### config.mk
export PLATFORM = sky130hd
export DESIGN_NAME = cbc_slice
export DESIGN_NICKNAME = d
export VERILOG_FILES = /design/src/hdl/cbc_pkg.sv /design/src/hdl/cbc_slice.sv
export SDC_FILE = /design/constraint.sdc
export NUM_CORES = 1
export LEC_CHECK = 0
export ABC_AREA = 1
export BUFFER_PORTS_ARGS = -buffer_cell sky130_fd_sc_hd__buf_2
export CORE_MARGIN = 5
export CORE_UTILIZATION = 55
export CTS_CLUSTER_SIZE = 40
export DETAILED_ROUTE_END_ITERATION = 10
export PLACE_DENSITY_LB_ADDON = 0.08
export SETUP_SLACK_MARGIN = 0.02
export SYNTH_ARGS = -nofsm -noshare
export SYNTH_HDL_FRONTEND = slang
export SYNTH_SLANG_ARGS = --single-unit
### constraint.sdc
create_clock -name clock -period 3.05 [get_ports clock]
set_clock_uncertainty 0.15 [all_clocks]
set_input_delay 0.61 -clock clock [delete_from_list [all_inputs] [get_ports clock]]
set_output_delay 0.61 -clock clock [all_outputs]
set_load 0.01 [all_outputs]
### src/hdl/cbc_pkg.sv
`default_nettype none
package cbc_pkg;

   localparam int NUM_SLICES_DEF   = 18;
   localparam int CORDIC_STEPS_DEF = 16;
   localparam int ATAN_LEN         = 24;
   localparam int TAB_LEN          = 18;
   localparam int SLICE_W          = 5;
   localparam int ANGLE_LIMIT      = 12868;
   localparam int CUT_LEN          = 19;

   // CORDIC datapath width: |X|,|Y| stay below 2^38, so below 2^54 after the
   // 2^16 prescale; the vector length adds a factor of 1.42 and the rotation
   // gain stays under 1.65, which leaves the magnitude below 2^56.
   localparam int CW = 58;
   localparam int ZW = 27;

   localparam logic [1:0] ST_OK    = 2'd0;
   localparam logic [1:0] ST_EARLY = 2'd1;
   localparam logic [1:0] ST_ZERO  = 2'd2;
   localparam logic [1:0] ST_NONE  = 2'd3;

   localparam logic [2:0] REG_BBC_FS  = 3'd0;
   localparam logic [2:0] REG_ZDC_FS  = 3'd1;
   localparam logic [2:0] REG_BBC_G   = 3'd2;
   localparam logic [2:0] REG_ZDC_G   = 3'd3;
   localparam logic [2:0] REG_FIRST   = 3'd4;

   typedef struct packed {
      logic [1:0] status;
      logic       check;
   } tag_type;

   function automatic logic signed [ZW-1:0] atan_val(input int i);
      logic signed [ZW-1:0] t;
      case (i)
         0: t = 27'sd13176795;  1: t = 27'sd7778716;  2: t = 27'sd4110060;
         3: t = 27'sd2086331;   4: t = 27'sd1047214;  5: t = 27'sd524117;
         6: t = 27'sd262123;    7: t = 27'sd131069;   8: t = 27'sd65536;
         9: t = 27'sd32768;    10: t = 27'sd16384;   11: t = 27'sd8192;
         12: t = 27'sd4096;    13: t = 27'sd2048;    14: t = 27'sd1024;
         15: t = 27'sd512;     16: t = 27'sd256;     17: t = 27'sd128;
         18: t = 27'sd64;      19: t = 27'sd32;      20: t = 27'sd16;
         21: t = 27'sd8;       22: t = 27'sd4;       23: t = 27'sd2;
         default: t = '0;
      endcase
      return t;
   endfunction

   function automatic logic signed [15:0] cut_val(input int i);
      logic signed [15:0] c;
      case (i)
         0: c = 16'sd12861;  1: c = 16'sd9896;   2: c = 16'sd8585;  3: c = 16'sd7537;
         4: c = 16'sd6645;   5: c = 16'sd5833;   6: c = 16'sd5046;  7: c = 16'sd4207;
         8: c = 16'sd3369;   9: c = 16'sd2556;  10: c = 16'sd1717; 11: c = 16'sd931;
         12: c = 16'sd223;  13: c = -16'sd433;  14: c = -16'sd1035;
         15: c = -16'sd1612; 16: c = -16'sd2241; 17: c = -16'sd3342;
         default: c = -16'sd12861;
      endcase
      return c;
   endfunction

   function automatic logic [11:0] npart_val(input logic [SLICE_W-1:0] s);
      logic [11:0] v;
      case (s)
         5'd0: v = 12'd3467;  5'd1: v = 12'd2928;  5'd2: v = 12'd2487;
         5'd3: v = 12'd2102;  5'd4: v = 12'd1767;  5'd5: v = 12'd1481;
         5'd6: v = 12'd1227;  5'd7: v = 12'd1003;  5'd8: v = 12'd814;
         5'd9: v = 12'd641;   5'd10: v = 12'd494;  5'd11: v = 12'd381;
         5'd12: v = 12'd287;  5'd13: v = 12'd212;  5'd14: v = 12'd153;
         5'd15: v = 12'd109;  5'd16: v = 12'd77;   5'd17: v = 12'd55;
         default: v = 12'd30;
      endcase
      return v;
   endfunction

   function automatic logic [13:0] ncoll_val(input logic [SLICE_W-1:0] s);
      logic [13:0] v;
      case (s)
         5'd0: v = 14'd9452;  5'd1: v = 14'd7486;  5'd2: v = 14'd5982;
         5'd3: v = 14'd4766;  5'd4: v = 14'd3771;  5'd5: v = 14'd2952;
         5'd6: v = 14'd2280;  5'd7: v = 14'd1729;  5'd8: v = 14'd1299;
         5'd9: v = 14'd936;   5'd10: v = 14'd658;  5'd11: v = 14'd464;
         5'd12: v = 14'd320;  5'd13: v = 14'd216;  5'd14: v = 14'd143;
         5'd15: v = 14'd94;   5'd16: v = 14'd61;   5'd17: v = 14'd41;
         default: v = 14'd20;
      endcase
      return v;
   endfunction

endpackage
`default_nettype wire

### src/hdl/cbc_slice.sv
`default_nettype none
// Slice search against the cut table, then the count lookup.
module cbc_slice import cbc_pkg::*; #(
   parameter int NUM_SLICES = NUM_SLICES_DEF
) (
   input  wire logic              clock,
   input  wire logic              reset,
   input  wire logic              adv,
   input  wire logic              in_valid,
   input  wire tag_type           in_tag,
   input  wire logic signed [14:0] angle_in,
   output logic                   out_valid,
   output logic [1:0]             status,
   output logic [SLICE_W-1:0]     cent_slice,
   output logic signed [14:0]     angle,
   output logic [11:0]            npart,
   output logic [13:0]            ncoll
);
   logic [NUM_SLICES-1:0] hit;
   logic [NUM_SLICES-1:0] h_ff;
   logic                  v1_ff, v2_ff;
   tag_type               t1_ff;
   logic signed [14:0]    a1_ff, a2_ff;
   logic [1:0]            s_ff;
   logic [SLICE_W-1:0]    c_ff;
   logic [11:0]           np_ff;
   logic [13:0]           nc_ff;
   logic [SLICE_W-1:0]    idx;
   logic                  found;

   for (genvar j = 0; j < NUM_SLICES; j++) begin : g_cmp
      localparam int HI = (j < CUT_LEN) ? j : CUT_LEN - 1;
      localparam int LO = (j + 1 < CUT_LEN) ? j + 1 : CUT_LEN - 1;
      assign hit[j] = ($signed({angle_in[14], angle_in}) > cut_val(LO)) &&
                      ($signed({angle_in[14], angle_in}) < cut_val(HI));
   end

   always_comb begin
      idx   = '0;
      found = 1'b0;
      for (int j = 0; j < NUM_SLICES; j++) begin
         if (h_ff[j]) begin
            idx   = SLICE_W'(j);
            found = 1'b1;
         end
      end
   end

   always_ff @(posedge clock) begin
      if (reset) begin
         v1_ff <= 1'b0;
         v2_ff <= 1'b0;
      end else if (adv) begin
         v1_ff <= in_valid;
         v2_ff <= v1_ff;
      end
      if (adv) begin
         h_ff  <= hit;
         t1_ff <= in_tag;
         a1_ff <= angle_in;
         a2_ff <= a1_ff;
         if (!t1_ff.check) begin
            s_ff <= t1_ff.status; c_ff <= '0; np_ff <= '0; nc_ff <= '0;
         end else if (!found) begin
            s_ff <= ST_NONE; c_ff <= '0; np_ff <= '0; nc_ff <= '0;
         end else begin
            s_ff <= ST_OK; c_ff <= idx;
            np_ff <= npart_val(idx); nc_ff <= ncoll_val(idx);
         end
      end
   end

   assign out_valid  = v2_ff;
   assign status     = s_ff;
   assign cent_slice = c_ff;
   assign angle      = a2_ff;
   assign npart      = np_ff;
   assign ncoll      = nc_ff;
endmodule
`default_nettype wire

==> flow_summary.json <==
{
  "status": "finished clean",
  "h-tree-depth": 3,
  "antenna_found_initial": 0,
  "wl_per_cell_um": 19.4,
  "num_rows": 33,
  "dieArea_mm2": 0.0106,
  "wirelength_um": 13800,
  "cts_tree": "done",
  "num_vias": 4344,
  "root_buffer": "clkbuf_8",
  "ys_async_sr_fraction_pct": 0,
  "routed.top_layer": "met4",
  "numCtsBuffers": 9,
  "area_delta_synth_final_pct": 14.8,
  "synth_cell_type_count": 46,
  "portBuffers": 70,
  "ios": 71,
  "start_util_pct": 57.2,
  "vias_per_cell": 6.08,
  "grt_max_degree": 62,
  "p_leak_nw": 2.30,
  "m1WireLength_um": 5280,
  "drcViolationCount": 0,
  "dpl_cell_area_mm2": 0.00524,
  "min_period_over_period_pct": 91.9,
  "drtIter0Drc": 626,
  "clk_pin_slew_ns": 0.08,
  "drv_slew": 0,
  "gp_congestion": 1.09,
  "postLayoutCoreUtil_pct": 65.7,
  "min_period_ns": 2.80,
  "core_area_mm2": 0.00830,
  "maxSlewHeadroom_pct": 48.5,
  "end_kind": "register",
  "hp-class": "register to register",
  "syn_inst": 528,
  "hold_viol": 0,
  "synth_edf_count": 84,
  "synth_area_per_cell_um2": 8.99,
  "dr_wl_met2_um": 6160,
  "cp.required_ns": 3.09,
  "tns_ns": 0,
  "synth.cell_area_mm2": 0.00474,
  "insertion_delay_ns": 0.34,
  "yosys_warnings": 0,
  "grt_overflow": 0,
  "drive_gt1_share_pct": 21.1,
  "dieHeight_um": 103,
  "arrival_ns": 2.84,
  "setup_viol": 0,
  "power_density_mw_per_mm2": 497,
  "worstSetupStartpointType": "register",
  "fin_nets": 633,
  "post-cts-setup-buffer-count": 0,
  "syn_nets": 556,
  "clock_sinks": 86,
  "drv_cap": 0,
  "nFillCells": 645,
  "synth_flop_cell": "edfxtp_1",
  "route.antenna.remaining_nets": 0,
  "layout_common_cells": "84 x nand2_1, 84 x edfxtp_1, 78 x inv_1, 74 x nor2_1, 69 x buf_2",
  "max_slew.worst_pin.slew_ns": 0.763,
  "design_area_mm2": 0.00545,
  "fmax_ghz": 0.357,
  "path_max_fanout": 7,
  "max-vdd-ir-drop_uv": 406,
  "cts.path.max_buffers": 2,
  "die_x_um": 103,
  "rsz0062_at_grt": "no",
  "worstSetupPathType": "register to register",
  "met3RoutedLength_um": 1770,
  "n_antenna_cell": 0,
  "grt_pass1_vias": 4114,
  "yosysSeqAreaShare_pct": 54.0,
  "grt_pass1_wl_um": 21400,
  "grt.total_usage_pct": 26.7,
  "ys_ff_latch": 86,
  "firstDrtPassIters": 7,
  "post-dp-hpwl_um": 10600
}
final cells by class:
class | instances | area, µm² | share of cell area, %
Sequential cell | 86 | 2560 | 47.0
Timing Repair Buffer | 78 | 425 | 7.81
Multi-Input combinational cell | 340 | 1790 | 32.9
Tap cell | 105 | 131 | 2.41
Clock inverter | 7 | 73.8 | 1.35
Clock buffer | 9 | 124 | 2.27
Inverter | 90 | 342 | 6.27
kinds of logic after synthesis:
group           after synthesis  synth area share (%)
fa+ha+maj                     6                  1.58
compound gates               80                  10.6
flops                        86                  54.0
buf+inv                     102                  8.52
simple gates                254                  25.3
worst max-delay path, cell delays in order (launching register included):
cell,delay (ns)
edfxtp_1,0.41
inv_1,0.09
nand2_1,0.06
nand2_1,0.05
nand2_1,0.05
nand2_1,0.05
nand2_1,0.05
nand2_1,0.06
nand2_1,0.06
nand2_1,0.06
nand2_1,0.06
nand2_1,0.06
nand2_1,0.05
nand2_1,0.08
nand2_2,0.08
nand2_2,0.10
nand2_2,0.14
ha_4,0.31
inv_1,0.05
nor2_1,0.16
inv_1,0.11
o21ai_1,0.17
nor2_1,0.07
nor2_1,0.13
worst paths after layout:
path                            startpoint  cells past startpoint  slack, ns  endpoint
worst min register to register    a1_ff[8]                      0       0.27  angle[8]
worst max register to register     h_ff[3]                     23       0.25  ncoll[0]
worst min-delay path              a1_ff[8]                      0       0.27  angle[8]
worst max-delay path               h_ff[3]                     23       0.25  ncoll[0]
synthesized netlist by cell type (3+ instances only):
cell type	instances	area, µm²
a21oi_1	29	145
a31oi_1	5	31.3
and3_1	3	18.8
buf_2	8	40.0
edfxtp_1	84	2520
ha_1	6	75.1
inv_1	78	293
inv_2	10	37.5
nand2_1	84	315
nand2_2	8	50.1
nand3_1	33	165
nand3_2	3	30.0
nand4_1	8	50.1
nor2_1	74	278
nor3_1	20	100
nor4_1	11	68.8
o21ai_0	14	70.1
o21ai_1	4	20.0
o22ai_1	3	18.8
o311ai_0	3	26.3
o31ai_1	3	22.5
flip-flops by register name, summed over array words and instances (netlist names):
signal and cells:
h_ff 18, angle 15, status 2, v1_ff 1, out_valid 1, cent_slice 5
npart 12, t1_ff 3, ncoll 14, a1_ff 15
power by group:
part           internal (mW)  switching (mW)
Clock                  0.382           0.418
Sequential              1.39          0.0305
Combinational          0.140           0.341
metal layers:
metal  global-route usage, %  vias to the layer above
li1                        -                     1976
met1                    36.0                     1923
met2                    41.7                      372
met3                    6.97                       73
met4                    10.3                        0
met5                       0                        -
timing repair:
action,4_1_cts,5_1_grt
resized for setup,0,1
endpoints found under the setup margin,0,3
hold buffers,0,0
through the flow:
step           setup slack, ns  cells  total power, mW  hold WS [ns]
6_report                 0.247    715             2.71         0.266
4_1_cts                  0.226    715             2.70         0.255
2_1_floorplan            0.674    528             1.73         0.250
5_1_grt                 0.0462    715             2.82         0.249
3_3_place_gp             0.378    699             1.91         0.251
3_5_place_dp             0.247    699             1.91         0.255
(Power assumes the default switching activity.)
