<file path="config.mk">
export PLATFORM = sky130hd
export DESIGN_NAME = cbc_front
export DESIGN_NICKNAME = d
export VERILOG_FILES = /design/src/hdl/cbc_pkg.sv /design/src/hdl/cbc_front.sv
export SDC_FILE = /design/constraint.sdc
export NUM_CORES = 2
export LEC_CHECK = 0
export BUFFER_PORTS_ARGS = -buffer_cell sky130_fd_sc_hd__buf_2
export CORE_MARGIN = 2
export CORE_UTILIZATION = 65
export CTS_CLUSTER_SIZE = 14
export DETAILED_ROUTE_END_ITERATION = 16
export PLACE_DENSITY = 0.9
export SETUP_SLACK_MARGIN = 0.2
export SLEW_MARGIN = 25
export SYNTH_ARGS = -nofsm -noshare
export SYNTH_HDL_FRONTEND = slang
export SYNTH_SLANG_ARGS = --single-unit
</file>
<file path="constraint.sdc">
create_clock -name clock -period 14.1 [get_ports clock]
set_input_delay 2.82 -clock clock [delete_from_list [all_inputs] [get_ports clock]]
set_output_delay 2.82 -clock clock [all_outputs]
set_load 0.005 [all_outputs]
</file>
<file path="src/hdl/cbc_pkg.sv">
`default_nettype none
package cbc_pkg;

   localparam int NUM_SLICES_DEF   = 18;
   localparam int CORDIC_STEPS_DEF = 16;
   localparam int ATAN_LEN         = 24;
   localparam int TAB_LEN          = 18;
   localparam int SLICE_W          = 5;
   localparam int ANGLE_LIMIT      = 12868;
   localparam int CUT_LEN          = 19;

   // CORDIC datapath width: |X|,|Y| stay below 2^38, so below 2^54 after the
   // 2^16 prescale; the vector length adds a factor of 1.42 and the rotation
   // gain stays under 1.65, which leaves the magnitude below 2^56.
   localparam int CW = 58;
   localparam int ZW = 27;

   localparam logic [1:0] ST_OK    = 2'd0;
   localparam logic [1:0] ST_EARLY = 2'd1;
   localparam logic [1:0] ST_ZERO  = 2'd2;
   localparam logic [1:0] ST_NONE  = 2'd3;

   localparam logic [2:0] REG_BBC_FS  = 3'd0;
   localparam logic [2:0] REG_ZDC_FS  = 3'd1;
   localparam logic [2:0] REG_BBC_G   = 3'd2;
   localparam logic [2:0] REG_ZDC_G   = 3'd3;
   localparam logic [2:0] REG_FIRST   = 3'd4;

   typedef struct packed {
      logic [1:0] status;
      logic       check;
   } tag_type;

   function automatic logic signed [ZW-1:0] atan_val(input int i);
      logic signed [ZW-1:0] t;
      case (i)
         0: t = 27'sd13176795;  1: t = 27'sd7778716;  2: t = 27'sd4110060;
         3: t = 27'sd2086331;   4: t = 27'sd1047214;  5: t = 27'sd524117;
         6: t = 27'sd262123;    7: t = 27'sd131069;   8: t = 27'sd65536;
         9: t = 27'sd32768;    10: t = 27'sd16384;   11: t = 27'sd8192;
         12: t = 27'sd4096;    13: t = 27'sd2048;    14: t = 27'sd1024;
         15: t = 27'sd512;     16: t = 27'sd256;     17: t = 27'sd128;
         18: t = 27'sd64;      19: t = 27'sd32;      20: t = 27'sd16;
         21: t = 27'sd8;       22: t = 27'sd4;       23: t = 27'sd2;
         default: t = '0;
      endcase
      return t;
   endfunction

   function automatic logic signed [15:0] cut_val(input int i);
      logic signed [15:0] c;
      case (i)
         0: c = 16'sd12861;  1: c = 16'sd9896;   2: c = 16'sd8585;  3: c = 16'sd7537;
         4: c = 16'sd6645;   5: c = 16'sd5833;   6: c = 16'sd5046;  7: c = 16'sd4207;
         8: c = 16'sd3369;   9: c = 16'sd2556;  10: c = 16'sd1717; 11: c = 16'sd931;
         12: c = 16'sd223;  13: c = -16'sd433;  14: c = -16'sd1035;
         15: c = -16'sd1612; 16: c = -16'sd2241; 17: c = -16'sd3342;
         default: c = -16'sd12861;
      endcase
      return c;
   endfunction

   function automatic logic [11:0] npart_val(input logic [SLICE_W-1:0] s);
      logic [11:0] v;
      case (s)
         5'd0: v = 12'd3467;  5'd1: v = 12'd2928;  5'd2: v = 12'd2487;
         5'd3: v = 12'd2102;  5'd4: v = 12'd1767;  5'd5: v = 12'd1481;
         5'd6: v = 12'd1227;  5'd7: v = 12'd1003;  5'd8: v = 12'd814;
         5'd9: v = 12'd641;   5'd10: v = 12'd494;  5'd11: v = 12'd381;
         5'd12: v = 12'd287;  5'd13: v = 12'd212;  5'd14: v = 12'd153;
         5'd15: v = 12'd109;  5'd16: v = 12'd77;   5'd17: v = 12'd55;
         default: v = 12'd30;
      endcase
      return v;
   endfunction

   function automatic logic [13:0] ncoll_val(input logic [SLICE_W-1:0] s);
      logic [13:0] v;
      case (s)
         5'd0: v = 14'd9452;  5'd1: v = 14'd7486;  5'd2: v = 14'd5982;
         5'd3: v = 14'd4766;  5'd4: v = 14'd3771;  5'd5: v = 14'd2952;
         5'd6: v = 14'd2280;  5'd7: v = 14'd1729;  5'd8: v = 14'd1299;
         5'd9: v = 14'd936;   5'd10: v = 14'd658;  5'd11: v = 14'd464;
         5'd12: v = 14'd320;  5'd13: v = 14'd216;  5'd14: v = 14'd143;
         5'd15: v = 14'd94;   5'd16: v = 14'd61;   5'd17: v = 14'd41;
         default: v = 14'd20;
      endcase
      return v;
   endfunction

endpackage
`default_nettype wire

</file>
<file path="src/hdl/cbc_front.sv">
`default_nettype none
// Front end: gain products, then the two normalised coordinates.
module cbc_front import cbc_pkg::*; (
   input  wire logic                 clock,
   input  wire logic                 reset,
   input  wire logic                 adv,
   input  wire logic                 in_valid,
   input  wire logic [16:0]          bbc_sum,
   input  wire logic [16:0]          zdc_sum,
   input  wire logic [11:0]          bbc_gain,
   input  wire logic [11:0]          zdc_gain,
   input  wire logic [11:0]          bbc_fs,
   input  wire logic [13:0]          zdc_fs,
   input  wire tag_type              in_tag,
   output logic                      out_valid,
   output tag_type                   out_tag,
   output logic signed [CW-1:0]      x_out,
   output logic signed [CW-1:0]      y_out,
   output logic                      origin
);
   logic        v1_ff, v2_ff;
   tag_type     t1_ff, t2_ff;
   logic [28:0] bp_ff, ep_ff;
   logic signed [CW-1:0] x_ff, y_ff;
   logic        o_ff;
   logic [11:0] bfs;
   logic [13:0] zfs;
   logic [20:0] bsum, esum;
   logic signed [24:0] ynum;
   logic [27:0] e20;
   logic signed [38:0] ymul;
   logic [39:0] xmul;

   assign bfs  = (bbc_fs == '0) ? 12'd1 : bbc_fs;
   assign zfs  = (zdc_fs == '0) ? 14'd1 : zdc_fs;
   assign bsum = bp_ff[28:8];
   assign esum = ep_ff[28:8];
   assign ynum = $signed({1'b0, 24'(bsum) * 24'd5}) - $signed({9'd0, bfs, 4'd0});
   assign e20  = 28'(esum) * 28'd20;
   assign ymul = 39'(ynum) * $signed({25'd0, zfs});
   assign xmul = 40'(e20) * 40'(bfs);

   always_ff @(posedge clock) begin
      if (reset) begin
         v1_ff <= 1'b0;
         v2_ff <= 1'b0;
      end else if (adv) begin
         v1_ff <= in_valid;
         v2_ff <= v1_ff;
      end
      if (adv) begin
         t1_ff <= in_tag;
         bp_ff <= 29'(bbc_sum) * 29'(bbc_gain);
         ep_ff <= 29'(zdc_sum) * 29'(zdc_gain);
         t2_ff <= t1_ff;
         x_ff  <= $signed({{(CW-56){1'b0}}, xmul, 16'd0});
         y_ff  <= $signed({{(CW-55){ymul[38]}}, ymul, 16'd0});
         o_ff  <= (esum == '0) && (ynum == '0);
      end
   end

   assign out_valid = v2_ff;
   assign out_tag   = t2_ff;
   assign x_out     = x_ff;
   assign y_out     = y_ff;
   assign origin    = o_ff;
endmodule
`default_nettype wire

</file>
==> impl_metrics.py <==
metrics = {
    "status": {
        "status": "finished clean",
    },
    "grt": {
        "grt_overflow": 0,
        "antenna_found_initial": 1,
        "grt_util_all_layers": 0.318,
        "grt_pass1_wl_um": 162000,
        "grt_max_degree": 65,
        "grt_pass1_vias": 33400,
    },
    "finish": {
        "final_cell_mix": "inv_1 (918), fa_1 (860), nand2_1 (701)",
        "nNetsFinal": 5791,
        "layout_commonest_cell": "inv_1",
        "fin_util": 0.688,
        "fin_area_um2": 42400,
        "drive_above_1_share": 0.0584,
        "syn_to_final_growth_pct": 4.68,
    },
    "setup_path": {
        "crit_top_cell": "fa_1",
        "worstPathMaxFanout": 25,
        "cp.buffers_inverters": 9,
        "critPathSlowestCell": "fa_1",
        "crit_family": "adder cells",
        "start_kind": "primary input",
        "end_kind": "register",
        "max_stage_delay_ns": 0.54,
        "arrival_ns": 12.66,
        "critical_path_class": "in -> reg",
        "required_ns": 14.32,
    },
    "place": {
        "port_buffers": 173,
        "placed_area_um2": 41800,
        "pre_cts_ws_ns": 1.07,
        "place_congestion": 0.900,
        "dpl.hpwl_um": 77000,
    },
    "yosys": {
        "synthArstFlopShare": 0,
        "syn_area_per_cell_um2": 9.11,
        "synthDistinctLibCells": 69,
        "yosysWarnings": 0,
        "synth_cells": 4450,
        "synth_edf_count": 124,
        "yosysSeqAreaShare": 0.0928,
        "synth_ff_type": "edfxtp_1",
        "yosys_register_bits": 126,
        "netlist_area_um2": 40500,
    },
    "drt": {
        "drt_iter0_drc": 2897,
        "vias_per_cell": 5.84,
        "wl_um": 98200,
        "vias": 31100,
        "first_pass_iters": 8,
        "post-route-drc-count": 0,
        "wl_per_cell_um": 18.4,
        "ant_nets": 0,
    },
    "clocking": {
        "hold_buffers": 0,
        "clk_latency_ns": 0.47,
        "postCtsSetupBuffers": 0,
        "cts_buffers": 17,
        "cts.clk_slew.worst_paths_ns": 0.07,
        "cts_buffer_depth": 2,
        "htree_levels": 4,
        "cts_resized": 0,
        "cts_root_buf": "clkbuf_16",
        "cts.sinks": 126,
        "cts_tree": "built",
    },
    "timing": {
        "fin_skew_ns": 0.0153,
        "worst_slack_ns": 1.66,
        "fmax_ghz": 0.0804,
        "tightest_slew_ns": 0.994,
        "setup_tns_ns": 0,
        "relSlewSlack": 0.337,
        "setup_viol": 0,
        "slew_viol_final": 0,
        "hold_viol_final": 0,
        "rsz0062_at_grt": "false",
        "fin_crit_ns": 12.44,
        "final.period_utilization": 0.882,
    },
    "floorplanning": {
        "die_area_um2": 64400,
        "dieWidth_um": 254,
        "ios": 212,
        "core_um2": 61700,
        "start_util": 0.657,
        "rows": 91,
        "die_h_um": 254,
    },
    "worst_hold_path": {
        "holdCritPathClass": "reg -> reg",
    },
    "flow_run": {
        "drv_cap": 0,
    },
}
## synthesized netlist by cell type (all sizes together), types with 5 or more instances
| cell type | n | area share |
|---|---|---|
| a211o | 8 | 0.0017 |
| a211oi | 17 | 0.0031 |
| a21boi | 6 | 0.0011 |
| a21o | 41 | 0.0076 |
| a21oi | 104 | 0.013 |
| a311oi | 14 | 0.0030 |
| a31oi | 12 | 0.0019 |
| and2 | 358 | 0.055 |
| and3 | 26 | 0.0040 |
| buf | 46 | 0.0082 |
| clkbuf | 198 | 0.018 |
| edfxtp | 124 | 0.092 |
| fa | 860 | 0.42 |
| ha | 366 | 0.11 |
| inv | 918 | 0.085 |
| nand2 | 701 | 0.065 |
| nand2b | 27 | 0.0042 |
| nand3 | 63 | 0.0078 |
| nand4 | 13 | 0.0020 |
| nor2 | 100 | 0.0093 |
| nor2b | 26 | 0.0040 |
| nor3 | 58 | 0.0072 |
| nor4 | 14 | 0.0023 |
| nor4b | 5 | 0.0011 |
| o2111ai | 5 | 0.0011 |
| o211ai | 23 | 0.0043 |
| o21a | 21 | 0.0039 |
| o21ai | 59 | 0.0073 |
| o21bai | 16 | 0.0030 |
| or3 | 24 | 0.0037 |
| or4 | 7 | 0.0013 |
| xnor2 | 91 | 0.020 |
| xor2 | 40 | 0.0086 |
## sequential cells by signal, indices dropped and copies added (netlist names)
name	flops
y_out	39
x_out	36
bp_ff	21
ep_ff	21
out_tag	3
t1_ff	3
origin	1
out_valid	1
v1_ff	1
## logic make-up (layout without fill, tap and decap cells)
family                     count (synthesis)  after routing  share of synthesized area
AOI/OAI and AO/OA                        360            360                     0.0581
xor gates and xnor gates                 131            131                     0.0283
adders and majority gates               1226           1226                      0.538
buffers and inverters                   1163           1162                      0.112
DFF                                      126            126                     0.0928
muxes                                      4              4                    0.00102
other                                      1             40                  0.0000925
and+or+nand+nor                         1439           1439                      0.170
## layer usage
metal | vias to the layer above | global-route usage | part of all wire
li1 | 13500 | - | -
met1 | 15400 | 0.396 | 0.37
met2 | 1672 | 0.533 | 0.49
met3 | 422 | 0.0635 | 0.090
met4 | 0 | 0.158 | 0.047
met5 | - | 0 | 0
## cell type report
type                       instances  area, um2
timing repair buffer             212       1160
antenna                            2       5.00
inverter                         919       3450
clock buffer                      17        425
fill                            4452      19300
clock inverter                    14        145
sequential                       126       3760
tap                              837       1050
multi-input combinational       3198      32400
## metrics by stage
step / instances / hold slack (ns)
finish: 5325 / 0.425
global route: 5323 / 0.438
CTS: 5322 / 0.430
detailed placement: 5291 / 0.417
global placement: 5291 / 0.407
floorplan: 4487 / 0.400
## worst paths after layout
path | from | end | slack [ns] | cells after the start
setup / recovery | bbc_fs[8] | y_out[54] | 1.66 | 38
hold / removal | t1_ff[2] | out_tag[2] | 0.42 | 0
setup reg to reg | bp_ff[8] | y_out[54] | 3.73 | 32
hold reg to reg | t1_ff[2] | out_tag[2] | 0.42 | 0
Power is not shown: default switching activity piles up to over one toggle a cycle in this logic, so the estimate is an artifact.
